`config.mk`:
```
export PLATFORM = sky130hd
export DESIGN_NAME = ptu_cordic
export DESIGN_NICKNAME = d
export VERILOG_FILES = /design/src/rtl/core/ptu_pkg.sv /design/src/rtl/core/ptu_cordic.sv
export SDC_FILE = /design/constraint.sdc
export NUM_CORES = 1
export LEC_CHECK = 0
export BUFFER_PORTS_ARGS = -buffer_cell sky130_fd_sc_hd__buf_2
export CAP_MARGIN = 10
export CELL_PAD_IN_SITES_DETAIL_PLACEMENT = 0
export CELL_PAD_IN_SITES_GLOBAL_PLACEMENT = 1
export CORE_ASPECT_RATIO = 1.1
export CORE_MARGIN = 1.5
export CORE_UTILIZATION = 50
export DETAILED_ROUTE_END_ITERATION = 10
export PLACE_DENSITY_LB_ADDON = 0.1
export SLEW_MARGIN = 40
export SYNTH_ARGS = -nofsm -noshare
export SYNTH_HDL_FRONTEND = slang
export SYNTH_SLANG_ARGS = --single-unit
export TNS_END_PERCENT = 5
```
`constraint.sdc`:
```
create_clock -name clk -period 18.31 [get_ports clk]
set_input_delay 1.831 -clock clk [delete_from_list [all_inputs] [get_ports clk]]
set_output_delay 1.831 -clock clk [all_outputs]
set_load 0.05 [all_outputs]
```
`src/rtl/core/ptu_pkg.sv`:
```
// Shared types, widths and constants of the path tracking error unit.
// Holds the CORDIC angle table and the status codes; no dependencies.
`timescale 1ns / 1ps
`default_nettype none
package ptu_pkg;

    localparam int MAX_POINTS = 1024;
    localparam int ADDR_W     = $clog2(MAX_POINTS);
    localparam int CNT_W      = $clog2(MAX_POINTS + 1);

    localparam int CORDIC_STEPS = 24;
    localparam int STEP_W       = 5;
    localparam int CW           = 38;      // CORDIC datapath width
    localparam int ZW           = 34;      // CORDIC angle accumulator width
    localparam logic signed [CW-1:0] KINV_Q30 = 38'sd652032874;

    localparam logic [1:0] ST_NO_PATH = 2'd0;
    localparam logic [1:0] ST_TRACK   = 2'd1;
    localparam logic [1:0] ST_GOAL    = 2'd2;
    localparam logic [1:0] ST_STOPPED = 2'd3;

    localparam logic CFG_GOAL_TOL = 1'b0;
    localparam logic CFG_WINDOW   = 1'b1;

    typedef struct packed {
        logic              valid;
        logic [ADDR_W-1:0] idx;
        logic [63:0]       dist_sq;
    } dist_res_t;

    function automatic logic [31:0] angle_step(input logic [STEP_W-1:0] i);
        logic [31:0] a;
        case (i)
            5'd0:  a = 32'h20000000;
            5'd1:  a = 32'h12E4051E;
            5'd2:  a = 32'h09FB385B;
            5'd3:  a = 32'h051111D4;
            5'd4:  a = 32'h028B0D43;
            5'd5:  a = 32'h0145D7E1;
            5'd6:  a = 32'h00A2F61E;
            5'd7:  a = 32'h00517C55;
            5'd8:  a = 32'h0028BE53;
            5'd9:  a = 32'h00145F2F;
            5'd10: a = 32'h000A2F98;
            5'd11: a = 32'h000517CC;
            5'd12: a = 32'h00028BE6;
            5'd13: a = 32'h000145F3;
            5'd14: a = 32'h0000A2FA;
            5'd15: a = 32'h0000517D;
            5'd16: a = 32'h000028BE;
            5'd17: a = 32'h0000145F;
            5'd18: a = 32'h00000A30;
            5'd19: a = 32'h00000518;
            5'd20: a = 32'h0000028C;
            5'd21: a = 32'h00000146;
            5'd22: a = 32'h000000A3;
            5'd23: a = 32'h00000051;
            default: a = 32'h0;
        endcase
        return a;
    endfunction

endpackage
`default_nettype wire

```
`src/rtl/core/ptu_cordic.sv`:
```
// Iterative CORDIC, vectoring (atan2) or rotation (sin/cos), one step a cycle.
// Depends on ptu_pkg for widths and the angle table.
`timescale 1ns / 1ps
`default_nettype none
module ptu_cordic
    import ptu_pkg::*;
(
    input  wire                  clk,
    input  wire                  rst_n,
    input  wire                  start,
    input  wire                  vectoring,
    input  wire signed [CW-1:0]  x_in,
    input  wire signed [CW-1:0]  y_in,
    input  wire signed [ZW-1:0]  z_in,
    output logic                 done,
    output logic signed [CW-1:0] x_out,
    output logic signed [CW-1:0] y_out,
    output logic signed [ZW-1:0] z_out
);
    localparam logic [1:0] C_IDLE = 2'd0;
    localparam logic [1:0] C_NORM = 2'd1;
    localparam logic [1:0] C_ITER = 2'd2;

    localparam logic signed [CW-1:0] LIM = 38'sd1073741824;

    logic [1:0]           state_reg;
    logic                 vec_reg;
    logic [STEP_W-1:0]    step_reg;
    logic signed [CW-1:0] x_reg, y_reg;
    logic signed [ZW-1:0] z_reg;
    logic                 done_reg;

    logic signed [CW-1:0] xs, ys;
    logic signed [ZW-1:0] a;
    logic                 rot_pos;

    always_comb
    begin
        xs      = x_reg >>> step_reg;
        ys      = y_reg >>> step_reg;
        a       = ZW'(angle_step(step_reg));
        rot_pos = vec_reg ? !(y_reg > 0) : (z_reg >= 0);
    end

    always_ff @(posedge clk or negedge rst_n)
    begin
        if (!rst_n)
        begin
            state_reg <= C_IDLE;
            done_reg  <= 1'b0;
            step_reg  <= '0;
            vec_reg   <= 1'b0;
        end
        else
        begin
            done_reg <= 1'b0;
            unique case (state_reg)
                C_IDLE:
                begin
                    if (start)
                    begin
                        vec_reg  <= vectoring;
                        step_reg <= '0;
                        if (vectoring)
                        begin
                            // fold the left half plane onto the right one
                            if (x_in < 0)
                            begin
                                x_reg <= -x_in;
                                y_reg <= -y_in;
                                z_reg <= 34'sh080000000;
                            end
                            else
                            begin
                                x_reg <= x_in;
                                y_reg <= y_in;
                                z_reg <= '0;
                            end
                            state_reg <= C_NORM;
                        end
                        else
                        begin
                            x_reg     <= x_in;
                            y_reg     <= y_in;
                            z_reg     <= z_in;
                            state_reg <= C_ITER;
                        end
                    end
                end
                C_NORM:
                begin
                    if (x_reg < LIM && y_reg < LIM && y_reg > -LIM)
                    begin
                        x_reg <= x_reg <<< 1;
                        y_reg <= y_reg <<< 1;
                    end
                    else
                        state_reg <= C_ITER;
                end
                C_ITER:
                begin
                    if (rot_pos)
                    begin
                        x_reg <= x_reg - ys;
                        y_reg <= y_reg + xs;
                        z_reg <= z_reg - a;
                    end
                    else
                    begin
                        x_reg <= x_reg + ys;
                        y_reg <= y_reg - xs;
                        z_reg <= z_reg + a;
                    end
                    if (step_reg == STEP_W'(CORDIC_STEPS - 1))
                    begin
                        done_reg  <= 1'b1;
                        state_reg <= C_IDLE;
                    end
                    else
                        step_reg <= step_reg + 1'b1;
                end
                default: state_reg <= C_IDLE;
            endcase
        end
    end

    assign done  = done_reg;
    assign x_out = x_reg;
    assign y_out = y_reg;
    assign z_out = z_reg;

    a_step_range: assert property (@(posedge clk) disable iff (!rst_n)
        state_reg == C_ITER |-> step_reg < STEP_W'(CORDIC_STEPS))
        else $error("cordic step out of range");
    a_done_idle: assert property (@(posedge clk) disable iff (!rst_n)
        done |-> state_reg == C_IDLE)
        else $error("cordic done while busy");
    a_norm_pos: assert property (@(posedge clk) disable iff (!rst_n)
        state_reg == C_NORM |-> x_reg >= 0)
        else $error("cordic normalize with negative x");
endmodule
`default_nettype wire

```
Word-level counts from Yosys, hierarchy flattened --
Memories as Yosys holds them, arrays and structs flattened. Index checks and enable logic that the tools add are counted.
Storage, ports and cells: memories 1, input port bits 114, output and inout bits 111, memory bits (read-only) 960, flip-flop bits (word level) 119, logic and storage cells 72
Cells by class: shift operators 2, equality and inequality tests 8, order comparisons 6, reductions and logical operators 11, $add $sub $neg 9, muxes and demuxes 28
Memories:
- (no name shown) | words 32, width 30, rd ports 1, clocked after Yosys merged registers in 0, write ports 0, line ptu_pkg.sv:33 | case (i)
Operator list (number):
- $mux W38 | 10
- $pmux W38 S3 | 2
- $mux W34 | 3
- $add A38 B38 Y38 | 2
- $lt A38 B32 Y1 const B | 2
- $neg A38 Y38 | 2
- $sshr A38 B5 Y38 | 2
- $sub A38 B38 Y38 | 2
- $pmux W34 S2 | 1
- $gt A38 B1 Y1 const B | 1
- $gt A38 B31 Y1 const B | 1
- $lt A38 B1 Y1 const B | 1
- $add A34 B33 Y34 | 1
- $ge A34 B1 Y1 const B | 1
- $sub A34 B33 Y34 | 1
- $mux W32 | 1
- $mux W5 | 2
- $ne A2 B2 Y1 const B | 5
- $pmux W5 S2 | 1
- $reduce_and A3 Y1 | 3
- $mux W2 | 4
- $pmux W2 S3 | 1
- $add A5 B1 Y5 const B | 1
- $eq A5 B5 Y1 const B | 1
- 10 further kinds | 13

Longest topological paths before layout --
Gate-level depths: netlist (run 1).
depth after elaboration 5, mapped depth 31, gate-level depth less buffers 23

Worst setup path before layout (run 1) --
OpenSTA, ideal clock, no wires.
path type flip-flop to flip-flop, start register y_reg[33], in the netlist y_out[33], end register x_reg[0], in the netlist x_out[0] (enable), buffers on the path 1, data required time 17.586 ns, setup slack 7.857 ns, clock period less this slack 10.453 ns, stages on the path, launching flop included 8, arrival 9.729 ns, library setup time 0.724 ns, cells stage by stage edfxtp_1 > clkbuf_1 > or4_1 > nor4_1 > o22ai_1 > a21oi_1 > nor2b_1 > nor4b_1
Between the ends: word-level cells in the longest chain between the ends 5, elaborated cells on any way between the ends 6, classes of those cells order compare: 2; eq/ne: 1; reduce/logical: 3
RTL lines:
- start: declaration | line ptu_cordic.sv:29 | logic signed [CW-1:0] x_reg, y_reg;
- start signal: assignment | line ptu_cordic.sv:70 | y_reg <= -y_in;
- start signal: assignment | line ptu_cordic.sv:76 | y_reg <= y_in;
- start signal: assignment | line ptu_cordic.sv:84 | y_reg <= y_in;
- $lt A38 B32 Y1 | line ptu_cordic.sv:92 | if (x_reg < LIM && y_reg < LIM && y_reg > -LIM)
- $logic_and A1 B1 Y1 | line ptu_cordic.sv:92
- $logic_and A1 B1 Y1 (*) | line ptu_cordic.sv:92
- $ne A2 B2 Y1 (no line) (*)
- $reduce_and A4 Y1 (no line) (*)
- end signal: assignment | line ptu_cordic.sv:94 | x_reg <= x_reg <<< 1;
- end signal: assignment | line ptu_cordic.sv:104 | x_reg <= x_reg - ys;
- end signal: assignment | line ptu_cordic.sv:110 | x_reg <= x_reg + ys;
- end: declaration | line ptu_cordic.sv:29
Every way passes the cells marked *; elsewhere a longest branch is shown, timed or not. A chain may end at the register's enable or synchronous reset.

Worst setup path in the final report (run 1) --
start register step_reg[2], end register y_reg[35], in the netlist y_out[35] (data pin)
Between the ends: word-level cells in the longest chain between the ends 4, elaborated cells on any way between the ends 5, classes of those cells add/sub: 2; shift: 1; mux: 2
RTL lines:
- start: declaration | line ptu_cordic.sv:28 | logic [STEP_W-1:0] step_reg;
- start signal: assignment | line ptu_cordic.sv:120 | step_reg <= step_reg + 1'b1;
- $sshr A38 B5 Y38 (*) | line ptu_cordic.sv:39 | xs = x_reg >>> step_reg;
- $sub A38 B38 Y38 or $add A38 B38 Y38 (tied branches) | line ptu_cordic.sv:111, ptu_cordic.sv:105
- $mux W38 (*) | line ptu_cordic.sv:102 | if (rot_pos)
- $pmux W38 S3 (*) | line ptu_cordic.sv:57 | unique case (state_reg)
- end signal: assignment | line ptu_cordic.sv:70
- end signal: assignment | line ptu_cordic.sv:105 | y_reg <= y_reg + xs;
- end signal: assignment | line ptu_cordic.sv:111 | y_reg <= y_reg - xs;
Marked as above.

==> impl_metrics.toml, run 1 <==
[finish]
num_antenna_cells = 0
layout_common_cells = "238 x nand2_1, 224 x buf_2, 194 x nor2_1, 194 x a21oi_1, 171 x o21ai_0"
drive_gt1_frac = 0.1763
layout.nets = 2831
layout_commonest_cell = "nand2_1"
syn_to_final_growth_pct = 8.468

[die]
die_width_um = 196.5
core_area_um2 = 40370
io_pins = 225
row_count = 77
initial_core_util = 0.5099
dieArea_um2 = 42400
die_h_um = 215.8

[clock_tree]
cts_setup_buffers = 0
clk_latency_ns = 0.48
clkSlewWorstSetupHoldPaths_ns = 0.06
htree_levels = 4
root_buffer = "clkbuf_16"
cts_resized = 0
cts_tree = "done"
clk_path_buf_depth = 2
numCtsBuffers = 17
cts_hold_buf = 0
numClockSinks = 119

[timing]
period_minus_slack_ns = 7.799
fmax_mhz = 128.2
fin_crit_sh = 0.4259
rsz0062_at_grt = "false"
slew_headroom = 0.4213
finClkSkew_ns = 0.007741
max_slew.worst_pin.slew_ns = 0.8671
fin_setup_tns_ns = 0
setup_violations = 0
hold_viol_final = 0
drv_slew = 0

[grt]
grt_max_degree = 70
grtUsageTotal = 0.3844
grt_antenna_before_repair = 1
grt_pass1_wl_um = 124000
grt_pass1_vias = 20570
overflow = 0

[place]
gp_congestion = 1.005
io_buffers = 224
dpl.hpwl_um = 62290

[detailed_routing]
first_pass_iters = 10
vias_per_cell = 6.942
finalWirelength_um = 82980
routedWlPerCell_um = 26.63
postRouteAntennaNets = 0
vias = 21630
drtIter0Drc = 2429
drc_errors = 1

[yosys]
synth_edf_count = 110
synth_compound_area_frac = 0.2646
yosysUniqueCellTypes = 101
synth_seq_cells = 119
yosys.area_share.adder = 0.07829
synth-simple-area-share = 0.1777
async_flop_share = 0.07563
ys_seq_area_frac = 0.1714
syn_avg_cell_area_um2 = 8.323
synth_flop_cell = "edfxtp_1"
synth_top_family_by_area = "compound AO/OA/AOI/OAI gates"
synth_area_um2 = 20580
synthMuxAreaShare = 0.1444
synth_xor_area_frac = 0.1077
syn-num-nets = 2714
yosysWarnings = 0
syn_inst = 2473

[critical_path]
arrival_ns = 8.00
end_kind = "flop"
worst_setup_path_start_kind = "flop"
critPathMaxFanout = 63
critical_path_class = "flop to flop"
required_ns = 18.51

[run_status]
status = "finished with violations"
failed_checks = "design-rule violations"

[min_path]
hp-class = "flop to flop"

[run]
maxCapViolCount = 0
stage by stage:
stage                     setup slack, ns  instance area, um2  std cells  hold slack (ns)  utilization
after floorplan                     7.857               20580       2473           0.4820            -
after global placement              10.80               21700       3082           0.5473       0.5377
after detailed placement            10.67               21730       3083           0.5673       0.5383
after CTS                           10.64               22310       3115           0.5801       0.5527
after global routing                10.11               22330       3116           0.6056       0.5531
final                               10.51               22330       3116           0.5864       0.5531
final timing paths:
| path | startpoint | slack [ns] | cells after the start | end |
|---|---|---|---|---|
| setup / recovery | step_reg[2] | 10.51 | 21 | y_out[35] |
| hold / removal | state_reg[1] | 0.59 | 1 | state_reg[1] |
| setup reg to reg | step_reg[2] | 10.51 | 21 | y_out[35] |
| hold reg to reg | state_reg[1] | 0.59 | 1 | state_reg[1] |
| max in group asynchronous | rst_n | 16.87 | 1 | step_reg[2] |
| min in group asynchronous | rst_n | 1.21 | 1 | vec_reg |
Yosys cell counts (all sizes together) (20+ instances only):
master    n  share of area
o21ai   176          0.043
a21oi   194          0.047
o31ai    39          0.014
nand2   239          0.044
mux4     84          0.094
o211ai   22         0.0083
xnor2   130          0.055
xor2    123          0.052
buf      65          0.024
nand4    31          0.010
nand3    44          0.011
mux2     36          0.020
mux2i    64          0.031
a221oi   32          0.014
o221ai   35          0.015
ha      124          0.075
a211oi   23         0.0084
nor2    199          0.036
and3     20         0.0061
clkbuf   93          0.020
nor2b    23         0.0070
nor4     28          0.010
a31oi    34          0.010
nor3     43          0.011
nand2b   32         0.0097
a21o     65          0.024
o21a     29          0.011
and2     25         0.0077
or3      22         0.0067
inv      60          0.011
edfxtp  110           0.16
a22oi    30          0.011
worst max-delay path, stage by stage, from the launching register on:
cell,delay (ns)
dfrtp_4,0.90
buf_4,0.78
or2_2,0.40
nor2_1,0.09
a221oi_1,0.51
o221ai_1,0.30
or4_4,0.61
or3_1,0.45
nor4_1,0.77
a31oi_1,0.20
xor2_1,0.19
ha_1,0.38
nand2_1,0.11
or2_2,0.12
nor2_1,0.05
and3_1,0.17
a221oi_1,0.39
o21bai_1,0.18
or3_1,0.35
a41oi_1,0.24
xor2_1,0.17
o221ai_1,0.13
layer usage:
metal / global-route usage / vias to the layer above / share of wire
met2: 0.6104 / 1312 / 0.46
met3: 0.07861 / 226 / 0.10
li1: - / 9707 / -
met1: 0.4934 / 10390 / 0.39
met4: 0.1964 / 0 / 0.048
met5: 0 / - / 0
cells by family (layout without fill, tap and decap cells):
family,count (synthesis),count (layout)
AO/OA/AOI/OAI,819,819
XOR/XNOR,253,253
adder cells (fa/ha/maj),127,127
buffers and inverters,220,350
flip-flops,119,119
multiplexers,184,184
AND/OR/NAND/NOR,751,751
area by class of cell:
cell class / count / area, um2
Clock inverter: 9 / 125.1
Timing Repair Buffer: 257 / 1384
Multi-Input combinational cell: 2134 / 15950
Tap cell: 513 / 641.9
Clock buffer: 23 / 457.9
Sequential cell: 119 / 3540
Inverter: 61 / 229.0
Fill cell: 3762 / 18040
Power of run 1 is not shown: default switching activity piles up to over one toggle a cycle in this logic, so the estimate is an artifact.
==> inputs of run 2 (changes only) <==
--- a/config.mk
+++ b/config.mk
@@ -11,7 +11,7 @@
 export CELL_PAD_IN_SITES_GLOBAL_PLACEMENT = 1
 export CORE_ASPECT_RATIO = 1.1
 export CORE_MARGIN = 1.5
-export CORE_UTILIZATION = 50
+export CORE_UTILIZATION = 47
 export DETAILED_ROUTE_END_ITERATION = 10
 export PLACE_DENSITY_LB_ADDON = 0.1
 export SLEW_MARGIN = 40
==> constraint.sdc (replaced) <==
create_clock -name clk -period 8.2 [get_ports clk]
set_input_delay 0.82 -clock clk [delete_from_list [all_inputs] [get_ports clk]]
set_output_delay 0.82 -clock clk [all_outputs]
set_load 0.05 [all_outputs]
==> run 2 against run 1 <==
Non-clock buffer count grew 22. Worst setup slack lost 9.7 ns. The run now ends clean. Register-to-register slack lost 9.7 ns. Via count about the same.
==> impl_metrics.toml, run 2 (synthesized netlist as in run 1, its figures left out) <==
[clock_tree]
clkSlewWorstSetupHoldPaths_ns = 0.06
cts_setup_buffers = 0
cts_tree = "done"
cts_hold_buf = 0
numCtsBuffers = 17
numClockSinks = 119
cts_resized = 0
root_buffer = "clkbuf_16"
clk_path_buf_depth = 2
clk_latency_ns = 0.47
htree_levels = 4

[timing]
max_slew.worst_pin.slew_ns = 0.8869
setup_violations = 0
finClkSkew_ns = 0.007908
fmax_mhz = 136.0
slew_headroom = 0.4065
rsz0062_at_grt = "false"
drv_slew = 0
fin_setup_tns_ns = 0
fin_crit_sh = 0.8965
hold_viol_final = 0
period_minus_slack_ns = 7.351

[finish]
drive_gt1_frac = 0.1855
seq_area_um2 = 3540
fillers = 4218
multiInputGateArea_um2 = 15970
layout_commonest_cell = "nand2_1"
num_antenna_cells = 0
layout.nets = 2853
syn_to_final_growth_pct = 9.616
layout_common_cells = "238 x nand2_1, 224 x buf_2, 195 x nor2_1, 194 x a21oi_1, 172 x o21ai_0"

[die]
core_area_um2 = 43340
die_h_um = 222.5
initial_core_util = 0.4749
die_width_um = 202.5
row_count = 80
io_pins = 225
dieArea_um2 = 45060

[critical_path]
path_delay_family = "simple AND/OR/NAND/NOR gates"
arrival_ns = 7.55
required_ns = 8.40
cp_cell_sequence = "mux4_1, mux2i_1, mux4_2, o2111ai_2, or4_4, or3_1, nor4_1, a31oi_1, xor2_1, ha_1, nand2_1, or2_2, nor2_1, and3_1, a221oi_1, o21bai_1, or3_1, a41oi_1, xor2_1, o221ai_1"
slowest_stage = "dfrtp_4"
critical_path_class = "flop to flop"
crit_buf_inv = 0
critPathMaxFanout = 52
end_kind = "flop"
max_stage_delay_ns = 0.95
rrSetupSlack_ns = 0.85
worst_setup_path_start_kind = "flop"

[detailed_routing]
vias = 21650
drtIter0Drc = 2209
vias_per_cell = 6.767
routedWlPerCell_um = 26.70
finalWirelength_um = 85430
postRouteAntennaNets = 0
first_pass_iters = 6
drc_errors = 0

[grt]
grtUsageTotal = 0.3707
grt_antenna_before_repair = 2
overflow = 0
grt_pass1_wl_um = 126900
grt_pass1_vias = 21000
grt_max_degree = 80

[place]
gp_congestion = 1.010
dpl.hpwl_um = 65150
io_buffers = 224

[run_status]
status = "completed"

[min_path]
hp-class = "input pin to asynchronous set/reset pin"

[run]
maxCapViolCount = 0
==> run 2: worst paths after layout <==
kind	start	to	cells after the start
setup reg to reg	step_reg[1]	y_out[35]	20
min in group clk	state_reg[1]	state_reg[1]	1
hold / removal	rst_n	state_reg[0]	1
max in group asynchronous	rst_n	step_reg[2]	1
hold reg to reg	state_reg[1]	state_reg[1]	1
setup / recovery	step_reg[1]	y_out[35]	20
==> run 2: final cells by class <==
type                            count  area share
Clock buffer                       19     0.01919
Clock inverter                     13    0.003660
Inverter                           61     0.01015
Multi-Input combinational cell   2134      0.7080
Sequential cell                   119      0.1569
Tap cell                          574     0.03183
Timing Repair Buffer              279     0.07032
==> run 2: metal layers <==
layer,share of wire,track usage,vias to the layer above
met2,0.46,0.6032,1203
met1,0.39,0.4617,10450
li1,-,-,9750
met4,0.058,0.2158,2
met3,0.087,0.06248,242
met5,0.00013,0,-
==> run 2: metrics by stage <==
step                      hold slack [ns]  utilization  cells  setup slack, ns  cell area [um2]
after floorplan                    0.4820            -   2473            1.521            20590
after global placement             0.5496       0.5071   3165            1.068            21980
after detailed placement           0.5680       0.5078   3166            1.036            22010
after CTS                          0.2170       0.5197   3198           0.9632            22520
after global routing               0.2435       0.5206   3199           0.4863            22560
final                              0.2362       0.5206   3199           0.8487            22560
Power of run 2 is left out for the same reason.
